--- src/hdl/binary_to_ascii_decimal_core_defines.svh ---
// ----------------------------------------------------------------------------
// binary_to_ascii_decimal_core_defines.svh
// Assertion macros shared by the converter RTL.
// ----------------------------------------------------------------------------
`ifndef BINARY_TO_ASCII_DECIMAL_CORE_DEFINES_SVH
`define BINARY_TO_ASCII_DECIMAL_CORE_DEFINES_SVH

// same-cycle implication
`define B2AD_ASSERT_NOW(label, clk, rst, ante, cons, msg) \
   label: assert property (@(posedge clk) disable iff (rst) (ante) |-> (cons)) \
      else $error(msg);

// next-cycle implication
`define B2AD_ASSERT_NEXT(label, clk, rst, ante, cons, msg) \
   label: assert property (@(posedge clk) disable iff (rst) (ante) |=> (cons)) \
      else $error(msg);

`endif

--- src/hdl/b2ad_pkg.sv ---
// ----------------------------------------------------------------------------
// b2ad_pkg
// Types and constants of the binary to ASCII decimal converter.
// ----------------------------------------------------------------------------
package b2ad_pkg;

   localparam int DIGIT_W    = 4;
   localparam int CHAR_W     = 6;

   localparam logic [CHAR_W-1:0]  ASCII_ZERO   = 6'd48;
   localparam logic [DIGIT_W-1:0] DABBLE_LIMIT = 4'd5;
   localparam logic [DIGIT_W-1:0] DABBLE_ADD   = 4'd3;

   typedef enum logic [1:0] {
      ST_IDLE,
      ST_CONVERT,
      ST_SKIP,
      ST_EMIT
   } state_type;

   typedef struct packed {
      logic load;
      logic dabble;
      logic digit_shift;
   } cmd_type;

   typedef struct packed {
      logic top_zero;
   } status_type;

endpackage

--- src/hdl/b2ad_ifs.sv ---
// ----------------------------------------------------------------------------
// b2ad_ifs
// Valid/ready channels of the converter: number in, digit item out.
// ----------------------------------------------------------------------------
interface b2ad_req_if #(
   parameter int VALUE_WIDTH = 32
);
   logic                   valid;
   logic                   ready;
   logic [VALUE_WIDTH-1:0] value;

   modport source (output valid, output value, input ready);
   modport sink   (input valid, input value, output ready);
endinterface

interface b2ad_rsp_if;
   logic                           valid;
   logic                           ready;
   logic [b2ad_pkg::CHAR_W-1:0]    digit_char;
   logic                           last_digit;

   modport source (output valid, output digit_char, output last_digit, input ready);
   modport sink   (input valid, input digit_char, input last_digit, output ready);
endinterface

--- src/hdl/b2ad_datapath.sv ---
// ----------------------------------------------------------------------------
// b2ad_datapath
// Bit-serial double dabble shift registers and digit output shifter.
// ----------------------------------------------------------------------------
module b2ad_datapath #(
   parameter int VALUE_WIDTH = 32,
   parameter int MAX_DIGITS  = 10
) (
   input  logic                        clock,
   input  b2ad_pkg::cmd_type           cmd,
   input  logic [VALUE_WIDTH-1:0]      value,
   output b2ad_pkg::status_type        status,
   output logic [b2ad_pkg::CHAR_W-1:0] digit_char
);

   localparam int BCD_W = MAX_DIGITS * b2ad_pkg::DIGIT_W;

   logic [VALUE_WIDTH-1:0]           bin_ff, bin_in;
   logic [BCD_W-1:0]                 bcd_ff, bcd_in;
   logic [BCD_W-1:0]                 adj;
   logic [b2ad_pkg::DIGIT_W-1:0]     top_digit;

   for (genvar i = 0; i < MAX_DIGITS; i++) begin : g_adj
      assign adj[i*b2ad_pkg::DIGIT_W +: b2ad_pkg::DIGIT_W] =
         (bcd_ff[i*b2ad_pkg::DIGIT_W +: b2ad_pkg::DIGIT_W] >= b2ad_pkg::DABBLE_LIMIT) ?
         bcd_ff[i*b2ad_pkg::DIGIT_W +: b2ad_pkg::DIGIT_W] + b2ad_pkg::DABBLE_ADD :
         bcd_ff[i*b2ad_pkg::DIGIT_W +: b2ad_pkg::DIGIT_W];
   end

   always_comb begin
      bin_in = bin_ff;
      bcd_in = bcd_ff;
      if (cmd.load) begin
         bin_in = value;
         bcd_in = '0;
      end else if (cmd.dabble) begin
         bin_in = {bin_ff[VALUE_WIDTH-2:0], 1'b0};
         bcd_in = {adj[BCD_W-2:0], bin_ff[VALUE_WIDTH-1]};
      end else if (cmd.digit_shift) begin
         bcd_in = {bcd_ff[BCD_W-b2ad_pkg::DIGIT_W-1:0], {b2ad_pkg::DIGIT_W{1'b0}}};
      end
   end

   always_ff @(posedge clock) begin
      bin_ff <= bin_in;
      bcd_ff <= bcd_in;
   end

   assign top_digit       = bcd_ff[BCD_W-1 -: b2ad_pkg::DIGIT_W];
   assign status.top_zero = (top_digit == '0);
   assign digit_char      = b2ad_pkg::ASCII_ZERO +
                            {{(b2ad_pkg::CHAR_W-b2ad_pkg::DIGIT_W){1'b0}}, top_digit};

endmodule

--- src/hdl/b2ad_ctrl.sv ---
// ----------------------------------------------------------------------------
// b2ad_ctrl
// Sequencer: load, shift-and-adjust, leading zero skip, digit emit.
// ----------------------------------------------------------------------------
module b2ad_ctrl #(
   parameter int VALUE_WIDTH = 32,
   parameter int MAX_DIGITS  = 10
) (
   input  logic                 clock,
   input  logic                 reset,
   input  logic                 req_valid,
   output logic                 req_ready,
   output logic                 rsp_valid,
   input  logic                 rsp_ready,
   output logic                 rsp_last,
   input  b2ad_pkg::status_type status,
   output b2ad_pkg::cmd_type    cmd
);

   localparam int BIT_CNT_W = $clog2(VALUE_WIDTH);
   localparam int DIG_CNT_W = $clog2(MAX_DIGITS + 1);

   b2ad_pkg::state_type    state_ff, state_in;
   logic [BIT_CNT_W-1:0]   bit_cnt_ff, bit_cnt_in;
   logic [DIG_CNT_W-1:0]   dig_cnt_ff, dig_cnt_in;
   logic                   one_left;

   assign one_left = (dig_cnt_ff == DIG_CNT_W'(1));

   always_ff @(posedge clock) begin
      if (reset) begin
         state_ff   <= b2ad_pkg::ST_IDLE;
         bit_cnt_ff <= '0;
         dig_cnt_ff <= '0;
      end else begin
         state_ff   <= state_in;
         bit_cnt_ff <= bit_cnt_in;
         dig_cnt_ff <= dig_cnt_in;
      end
   end

   always_comb begin
      state_in        = state_ff;
      bit_cnt_in      = bit_cnt_ff;
      dig_cnt_in      = dig_cnt_ff;
      cmd             = '0;
      req_ready       = 1'b0;
      rsp_valid       = 1'b0;
      rsp_last        = one_left;
      unique case (state_ff)
         b2ad_pkg::ST_IDLE: begin
            req_ready = 1'b1;
            if (req_valid) begin
               cmd.load   = 1'b1;
               bit_cnt_in = '0;
               state_in   = b2ad_pkg::ST_CONVERT;
            end
         end
         b2ad_pkg::ST_CONVERT: begin
            cmd.dabble = 1'b1;
            bit_cnt_in = bit_cnt_ff + BIT_CNT_W'(1);
            if (bit_cnt_ff == BIT_CNT_W'(VALUE_WIDTH - 1)) begin
               dig_cnt_in = DIG_CNT_W'(MAX_DIGITS);
               state_in   = b2ad_pkg::ST_SKIP;
            end
         end
         b2ad_pkg::ST_SKIP: begin
            if (status.top_zero && !one_left) begin
               cmd.digit_shift = 1'b1;
               dig_cnt_in      = dig_cnt_ff - DIG_CNT_W'(1);
            end else begin
               state_in = b2ad_pkg::ST_EMIT;
            end
         end
         b2ad_pkg::ST_EMIT: begin
            rsp_valid = 1'b1;
            if (rsp_ready) begin
               cmd.digit_shift = 1'b1;
               dig_cnt_in      = dig_cnt_ff - DIG_CNT_W'(1);
               if (one_left) begin
                  state_in = b2ad_pkg::ST_IDLE;
               end
            end
         end
         default: begin
            state_in = b2ad_pkg::ST_IDLE;
         end
      endcase
   end

endmodule

--- src/hdl/binary_to_ascii_decimal_core.sv ---
// ----------------------------------------------------------------------------
// binary_to_ascii_decimal_core
// Unsigned binary to ASCII decimal text, one digit item per transfer.
// ----------------------------------------------------------------------------
// Each number taken on req_if comes out on rsp_if as ASCII digits, most
// significant first, leading zeros dropped (zero gives a single '0'), with
// last_digit set on the final digit. Only MAX_DIGITS low decimal digits are
// kept. One number is in flight at a time: after the accept, the
// shift-and-add-3 register takes one step per input bit, then drops the
// leading zeros one by one, turns around and sends one digit per cycle
// while rsp_if is ready.
// ----------------------------------------------------------------------------
`include "binary_to_ascii_decimal_core_defines.svh"

module binary_to_ascii_decimal_core #(
   parameter int VALUE_WIDTH = 32,
   parameter int MAX_DIGITS  = 10
) (
   input  logic      clock,
   input  logic      reset,
   b2ad_req_if.sink  req_if,
   b2ad_rsp_if.source rsp_if
);

   b2ad_pkg::cmd_type    cmd;
   b2ad_pkg::status_type status;
   logic                 req_ready;
   logic                 rsp_valid;
   logic                 rsp_last;
   logic [b2ad_pkg::CHAR_W-1:0] digit_char;

   b2ad_ctrl #(
      .VALUE_WIDTH (VALUE_WIDTH),
      .MAX_DIGITS  (MAX_DIGITS)
   ) u_ctrl (
      .clock     (clock),
      .reset     (reset),
      .req_valid (req_if.valid),
      .req_ready (req_ready),
      .rsp_valid (rsp_valid),
      .rsp_ready (rsp_if.ready),
      .rsp_last  (rsp_last),
      .status    (status),
      .cmd       (cmd)
   );

   b2ad_datapath #(
      .VALUE_WIDTH (VALUE_WIDTH),
      .MAX_DIGITS  (MAX_DIGITS)
   ) u_datapath (
      .clock      (clock),
      .cmd        (cmd),
      .value      (req_if.value),
      .status     (status),
      .digit_char (digit_char)
   );

   assign req_if.ready      = req_ready;
   assign rsp_if.valid      = rsp_valid;
   assign rsp_if.digit_char = digit_char;
   assign rsp_if.last_digit = rsp_last;

   `B2AD_ASSERT_NOW(a_digit_range, clock, reset, rsp_valid,
      (digit_char >= b2ad_pkg::ASCII_ZERO) && (digit_char <= (b2ad_pkg::ASCII_ZERO + 6'd9)),
      "digit item outside 0..9")
   `B2AD_ASSERT_NOW(a_no_overlap, clock, reset, rsp_valid, !req_ready,
      "input taken while digits pending")
   `B2AD_ASSERT_NEXT(a_busy_after_accept, clock, reset, req_if.valid && req_ready,
      !req_ready && !rsp_valid, "converter not busy after accept")
   `B2AD_ASSERT_NEXT(a_idle_after_last, clock, reset, rsp_valid && rsp_if.ready && rsp_last,
      req_ready, "converter not idle after last digit")

endmodule

--- src/flat_wrapper.sv ---
// flat-port wrapper written by rule: the top's interface ports become plain ports
module binary_to_ascii_decimal_core_flat 
#(
   parameter int VALUE_WIDTH = 32,
   parameter int MAX_DIGITS  = 10
)
  (clock, reset, req_if_valid, req_if_value, req_if_ready, rsp_if_valid, rsp_if_digit_char, rsp_if_last_digit, rsp_if_ready);
  b2ad_req_if #(.VALUE_WIDTH(VALUE_WIDTH)) req_if_i ();
  b2ad_rsp_if rsp_if_i ();
  input  logic clock;
  input  logic reset;
  input wire logic [$bits(req_if_i.valid)-1:0] req_if_valid;
  input wire logic [$bits(req_if_i.value)-1:0] req_if_value;
  output wire logic [$bits(req_if_i.ready)-1:0] req_if_ready;
  output wire logic [$bits(rsp_if_i.valid)-1:0] rsp_if_valid;
  output wire logic [$bits(rsp_if_i.digit_char)-1:0] rsp_if_digit_char;
  output wire logic [$bits(rsp_if_i.last_digit)-1:0] rsp_if_last_digit;
  input wire logic [$bits(rsp_if_i.ready)-1:0] rsp_if_ready;
  assign req_if_i.valid = req_if_valid;
  assign req_if_i.value = req_if_value;
  assign req_if_ready = req_if_i.ready;
  assign rsp_if_valid = rsp_if_i.valid;
  assign rsp_if_digit_char = rsp_if_i.digit_char;
  assign rsp_if_last_digit = rsp_if_i.last_digit;
  assign rsp_if_i.ready = rsp_if_ready;
  binary_to_ascii_decimal_core #(.VALUE_WIDTH(VALUE_WIDTH), .MAX_DIGITS(MAX_DIGITS)) u_core (.clock(clock), .reset(reset), .req_if(req_if_i), .rsp_if(rsp_if_i));
endmodule
--- config.mk ---
export PLATFORM = sky130hd
export DESIGN_NAME = binary_to_ascii_decimal_core_flat
export DESIGN_NICKNAME = d
export VERILOG_FILES = /design/src/hdl/b2ad_pkg.sv /design/src/hdl/b2ad_ifs.sv /design/src/hdl/b2ad_datapath.sv /design/src/hdl/b2ad_ctrl.sv /design/src/hdl/binary_to_ascii_decimal_core.sv /design/src/flat_wrapper.sv
export VERILOG_INCLUDE_DIRS = /design/src /design/src/hdl
export SDC_FILE = /design/constraint.sdc
export NUM_CORES = 1
export LEC_CHECK = 0
export BUFFER_PORTS_ARGS = -buffer_cell sky130_fd_sc_hd__buf_2
export CORE_UTILIZATION = 54
export DETAILED_ROUTE_END_ITERATION = 7
export GPL_ROUTABILITY_DRIVEN = 1
export PLACE_DENSITY_LB_ADDON = 0.3
export SETUP_SLACK_MARGIN = 0.5
export SLEW_MARGIN = 20
export SYNTH_ARGS = -nofsm -noshare
export SYNTH_HDL_FRONTEND = slang
export SYNTH_SLANG_ARGS = --single-unit
--- constraint.sdc ---
create_clock -name clock -period 2.3 [get_ports clock]
set_input_delay 0.115 -clock clock [delete_from_list [all_inputs] [get_ports clock]]
set_output_delay 0.115 -clock clock [all_outputs]
set_load 0.1 [all_outputs]
---- Word level (Yosys, flattened, before mapping) ----
Index checks and enable logic that the tools add are counted.
W data, S select, Z words.
word-level totals
  register bits ........................... 83
  input port bits ......................... 36
  output and inout bits ................... 9
  logic and storage cells ................. 84
cells by class
  $add $sub $neg .......................... 13
  order comparisons ....................... 10
  eq/ne operators ......................... 11
  multiplexer cells ....................... 34
  reductions and logical operators ........ 11
operators with widths
  cell                   number
  $mux W40               2
  $mux W32               2
  $mux W4                12
  $ge A4 B3 Y1 const B   10
  $add A4 B2 Y4 const B  9
  $ne A2 B2 Y1 const B   6
  $pmux W4 S3            1
  $mux W2                5
  $pmux W5 S2            1
  $pmux W2 S4            1
  $mux W1                7
  $add A5 B5 Y6 const A  1
  $reduce_bool A2 Y1     3
  $add A5 B1 Y5 const B  1
  $eq A5 B5 Y1 const B   1
  $mux W5                1
  $reduce_and A5 Y1      1
  $eq A2 B2 Y1 const B   2
  $eq A4 B1 Y1 const B   1
  $logic_not A4 Y1       1
  $reduce_and A4 Y1      1
  $sub A4 B1 Y4 const B  1
  $add A3 B2 Y3 const B  1
  $mux W3                1
  other kinds (7)        7

---- Longest topological paths before layout ----
  word-level depth ........................ 7
  depth in mapped cells ................... 8
  mapped depth without buffers ............ 7

---- Modules after synthesis ----
Synthesis repeated with hierarchy kept, for this count alone.
unflattened totals
  cells, all modules ...................... 469
  area, all modules ....................... 4793.3 um2
by module, submodules not included
  module         times used  cells an instance  area an instance (um2)  seq. area each (um2)
  b2ad_datapath  1           389                4071.4                  1761.7
  b2ad_ctrl      1           80                 721.9                   220.2

---- Worst setup path before layout ----
No wires, ideal clock.
  path kind ............................... register -> register
  start ................................... reg u_core.u_ctrl.state_ff[0]
  end ..................................... reg u_core.u_datapath.bin_ff[0], enable pin
  setup time .............................. 0.389 ns
  arrival ................................. 2.569 ns
  required time ........................... 1.911 ns
  setup slack ............................. -0.659 ns
  cell stages (with the launch flop) ...... 6
  buffers on the path ..................... 1
  period minus slack after synthesis ...... 2.959 ns
  cell sequence ........................... dfxtp_1 > inv_1 > ha_1 > nand2_1 > clkbuf_1 > nand2_1
between the ends
  cells in the longest elaborated chain, start to end .. 3
RTL lines
  what                                              line                 source
  start, declared                                   b2ad_ctrl.sv:23      b2ad_pkg::state_type state_ff, state_in;
  start signal, assigned                            b2ad_ctrl.sv:32      state_ff <= b2ad_pkg::ST_IDLE;
  start signal, assigned                            b2ad_ctrl.sv:36      state_ff <= state_in;
  $eq A2 B1 Y1 or $logic_not A2 Y1 (tied branches)  b2ad_ctrl.sv:50      unique case (state_ff)
  $mux W1                                           b2ad_ctrl.sv:50
  $reduce_bool A2 Y1 (no source line) *             --
  end signal, assigned                              b2ad_datapath.sv:45  bin_ff <= bin_in;
  end, declared                                     b2ad_datapath.sv:18  logic [VALUE_WIDTH-1:0] bin_ff, bin_in;
Mark *: on every way between the ends. The rest lies on a longest branch, timed or not.
A chain may end at the register's enable or synchronous reset.

---- Worst setup path in the final report ----
  start ................................... reg u_core.u_ctrl.state_ff[0]
  end ..................................... reg u_core.u_datapath.bcd_ff[2]
between the ends
  cells in the longest elaborated chain, start to end .. 3
RTL lines
  what                                                             line                 source
  $eq A2 B2 Y1 or $eq A2 B1 Y1 (tied branches)                     b2ad_ctrl.sv:50
  $pmux W1 S2 or $mux W1 (tied branches)                           b2ad_ctrl.sv:50
  $reduce_bool A2 Y1 (no source line) or $mux W40 (tied branches)  --
  end signal, assigned                                             b2ad_datapath.sv:46  bcd_ff <= bcd_in;
  end, declared                                                    b2ad_datapath.sv:19  logic [BCD_W-1:0] bcd_ff, bcd_in;
Parallel ways exist; a longest one is shown, timed or not.

==> key figures <==
Global route
  • Busiest metal layer after global routing: met2
  • GRT Total Usage: 24.9%
  • Vias in the first global route: 4255
  • GRT overflow: 0
  • Initial antenna violation count: 0
  • Largest net degree at the start of global routing: 52
  • M3 GR Usage: 3.15%
  • Met2 layer usage reported by global route: 42.4%
  • Met1 GRT Util: 31.6%
  • Global-route wire length before repair: 19.4 mm

Timing
  • Final period utilization: 79.7%
  • Fin. max-slew vios: 0
  • F_max: 545 MHz
  • Minimum clock period: 1.83 ns
  • Fin Clk Skew: 0.00930 ns
  • Hold WS: 0.0134 ns
  • TNS Setup: 0 ns
  • Final Hold Fails: 0
  • Pin slew with the least headroom to its limit: 0.521 ns
  • Final setup violation count: 0
  • RSZ-0062 raised after global routing: true
  • Max transition margin: 64.9%

Power and ir drop
  • Internal power component: 4.67 mW
  • Net Sw Power: 4.08 mW
  • Power share of the clock group: 12.0%
  • Comb pwr share: 55.5%
  • Peak VDD IR: 1.02 mV
  • Total power per unit cell area: 1480 nW/um^2
  • Static leakage: 2.46 nW
  • Switching share of power: 46.6%
  • Reg power frac: 32.6%

Cells and area
  • Register Area: 2000 sq um
  • Layout cells sized above 1: 22.9%
  • Footprint of the multi-input gates: 2950 sq um
  • Fin nets: 694
  • Antenna Cells: 0
  • Area added between synthesis and finish: 19.3%
  • # fillers: 704

Synth
  • Top cells by area in the synthesized netlist: dfxtp_1 (21%), edfxtp_1 (19%), nand2_1 (9.5%)
  • Area share of the largest cell type after synthesis: 20.5%
  • Fraction of registers with async set/reset: 0%
  • Most common library cells after synthesis: nand2_1 (126), dfxtp_1 (51), o21ai_0 (40), a21oi_1 (36), clkbuf_1 (35)
  • Top FF cell, synth: dfxtp_1
  • Synth Cell Area: 4970 sq um
  • Mapped Cells: 582
  • Syn avg cell area: 8.54 sq um
  • Yosys cell types: 55
  • Count of flip-flops with a built-in enable after synthesis: 32
  • Synth Register Bits: 83
  • Most frequent cell after synthesis: nand2_1
  • Sequential area share after synthesis: 39.9%
  • Yosys warns: 0
  • Largest area contributor in the netlist: dfxtp_1

Worst setup path
  • CP endpoint kind: flip-flop
  • Kind of critical path: flip-flop to flip-flop
  • Setup slack, reg-to-reg: 0.47 ns
  • Slowest CP cell: dfxtp_2
  • Worst setup path end: u_core.u_datapath.bcd_ff[2]$_SDFFE_PP0P_
  • Required @ worst endpoint: 2.53 ns
  • CP max FO: 10
  • Critical path cell sequence: inv_4, ha_4, nand4bb_4, buf_4, o21a_2, o211ai_1, o31ai_1
  • Reg-to-Reg Start: u_core.u_ctrl.state_ff[0]$_SDFFE_PP0P_
  • Critical path startpoint category: flip-flop
  • R2r endpoint: u_core.u_datapath.bcd_ff[2]$_SDFFE_PP0P_
  • R2R cell count: 7
  • Crit path from: u_core.u_ctrl.state_ff[0]$_SDFFE_PP0P_
  • CP peak stage delay: 0.38 ns
  • CP Data Arrival Time: 2.07 ns

Die
  • Chip Height: 97.9 um
  • IO Pins: 45
  • Chip width: 97.9 um
  • Core box area: 8810 sq um
  • Initial Utilization: 56.4%
  • Rows: 34
  • Area of the die: 9590 sq um

Hold path
  • Hold_sp: req_if_value[4]
  • Worst hold stages: 3
  • Hold Crit Class: input pin to flip-flop

Clock tree
  • Number of H-tree levels: 3
  • CTS tree: yes
  • Worst-Skew Late Latency: 0.35 ns
  • Sink Count: 83
  • CTS Buf Count: 9
  • Clk slew on worst S/H paths: 0.09 ns
  • # hold bufs at CTS: 0
  • Clk buf depth: 2
  • Clk root buf: clkbuf_8

Drt
  • Avg WL per Cell: 16.4 um
  • Drt first pass iters: 8
  • Number of routed nets with antenna violations: 0
  • Avg Vias per Cell: 6.08
  • Routed via count: 4512
  • Drt drc: 10
  • Final wirelength: 12.1 mm
  • DRT iter0 DRCs: 342

Placed design
  • Number of port buffers: 42
  • DPL Wire Length: 7.29 mm
  • Placer Congestion: 0.850

Job
  • Total of max-cap violations: 0

Status
  • Violated checks: DRC
  • Status: finished, violations left
[kinds of logic (layout without fill, tap and decap cells)]
| group | Yosys count | in the layout | synth area share [%] |
|---|---|---|---|
| simple gates | 194 | 195 | 17.4 |
| compound gates | 185 | 186 | 26.4 |
| flops | 83 | 83 | 39.9 |
| buf+inv | 77 | 126 | 6.27 |
| fa+ha+maj | 29 | 29 | 7.30 |
| mux | 12 | 12 | 2.49 |
| other cells | 1 | 2 | 0.0755 |
| xor+xnor | 1 | 1 | 0.176 |
[power groups by stage]
stage                     sequential, mW  combinational (mW)  clock (mW)
after floorplan                     2.68                3.38           0
after global placement              2.80                4.03           0
after detailed placement            2.83                4.19           0
after CTS                           2.81                4.49        1.07
after global routing                2.93                5.30        1.14
final                               2.85                4.85        1.05
[worst min-delay path by stage]
stage                                             endpoint  slack (ns)
floorplan           u_core.u_ctrl.state_ff[1]$_SDFFE_PP0P_        0.28
global placement    u_core.u_datapath.bin_ff[18]$_DFFE_PP_        0.38
detailed placement  u_core.u_datapath.bin_ff[15]$_DFFE_PP_        0.38
CTS                 u_core.u_datapath.bin_ff[28]$_DFFE_PP_       0.006
global route        u_core.u_datapath.bin_ff[28]$_DFFE_PP_        0.01
finish               u_core.u_datapath.bin_ff[4]$_DFFE_PP_        0.01
[metal layers]
metal	routed length, um	vias to the layer above
met4	206	0
met3	622	16
li1	-	2204
met1	5380	2169
met5	0	-
met2	5920	123
[sequential cells by signal, summed over array words and instances (netlist names)]
register	flops
u_core.u_datapath.bcd_ff	40
u_core.u_datapath.bin_ff	32
u_core.u_ctrl.bit_cnt_ff	5
u_core.u_ctrl.dig_cnt_ff	4
u_core.u_ctrl.state_ff	2
[through the flow]
step / cell area [sq um] / std cells / total power [mW] / worst slack, ns / util, %
finish: 5930 / 742 / 8.75 / 0.467 / 67.3
global route: 5930 / 742 / 9.37 / 0.413 / 67.3
CTS: 5750 / 735 / 8.37 / 0.482 / 65.3
detailed placement: 5340 / 704 / 7.01 / 0.138 / 60.6
global placement: 5340 / 704 / 6.83 / 0.255 / 60.6
floorplan: 5070 / 583 / 6.06 / 0.366 / -
[critical path, delay by kind of cell (launching register included)]
kind / cells / cell delay, ns
buffers and inverters: 2 / 0.28
DFF: 1 / 0.38
AOI/OAI and AO/OA: 3 / 0.68
and+or+nand+nor: 1 / 0.16
adders and majority gates: 1 / 0.20
[layout make-up]
cell class	instances	area share, %
clock inverters	6	1.08
clock buffers	10	2.15
multi-input cells	425	49.8
repair buffers	75	8.47
flip-flops and latches	83	33.7
well taps	108	2.28
inverters	35	2.51
[layout by cell type, fill, tap and decap left out, types with 3 or more instances in the layout]
master,count
ha_4,8
inv_1,29
a21oi_1,32
nor3b_1,9
ha_1,21
a211oi_1,4
dfxtp_2,9
o211ai_1,16
nand2_4,3
nand2_1,123
clkbuf_8,9
buf_2,41
a21o_1,8
mux2_2,3
o31ai_1,9
a32o_1,8
o21ai_1,5
o21ai_0,35
buf_4,29
nor3_1,5
nor2_1,16
nand2b_1,17
inv_2,3
o311a_1,8
edfxtp_1,32
o2111ai_1,10
mux2i_1,9
nand3_1,4
a311oi_1,10
dfxtp_1,41
buf_12,3
a211o_1,17
a21oi_2,4
[repair_timing]
item,4_1_cts,5_1_grt
setup endpoints to repair,71,43
cloned,1,1
pin swaps,9,11
resized for setup,25,31
buffers inserted,14,6
Note: power is estimated with default switching activity, not from simulation.
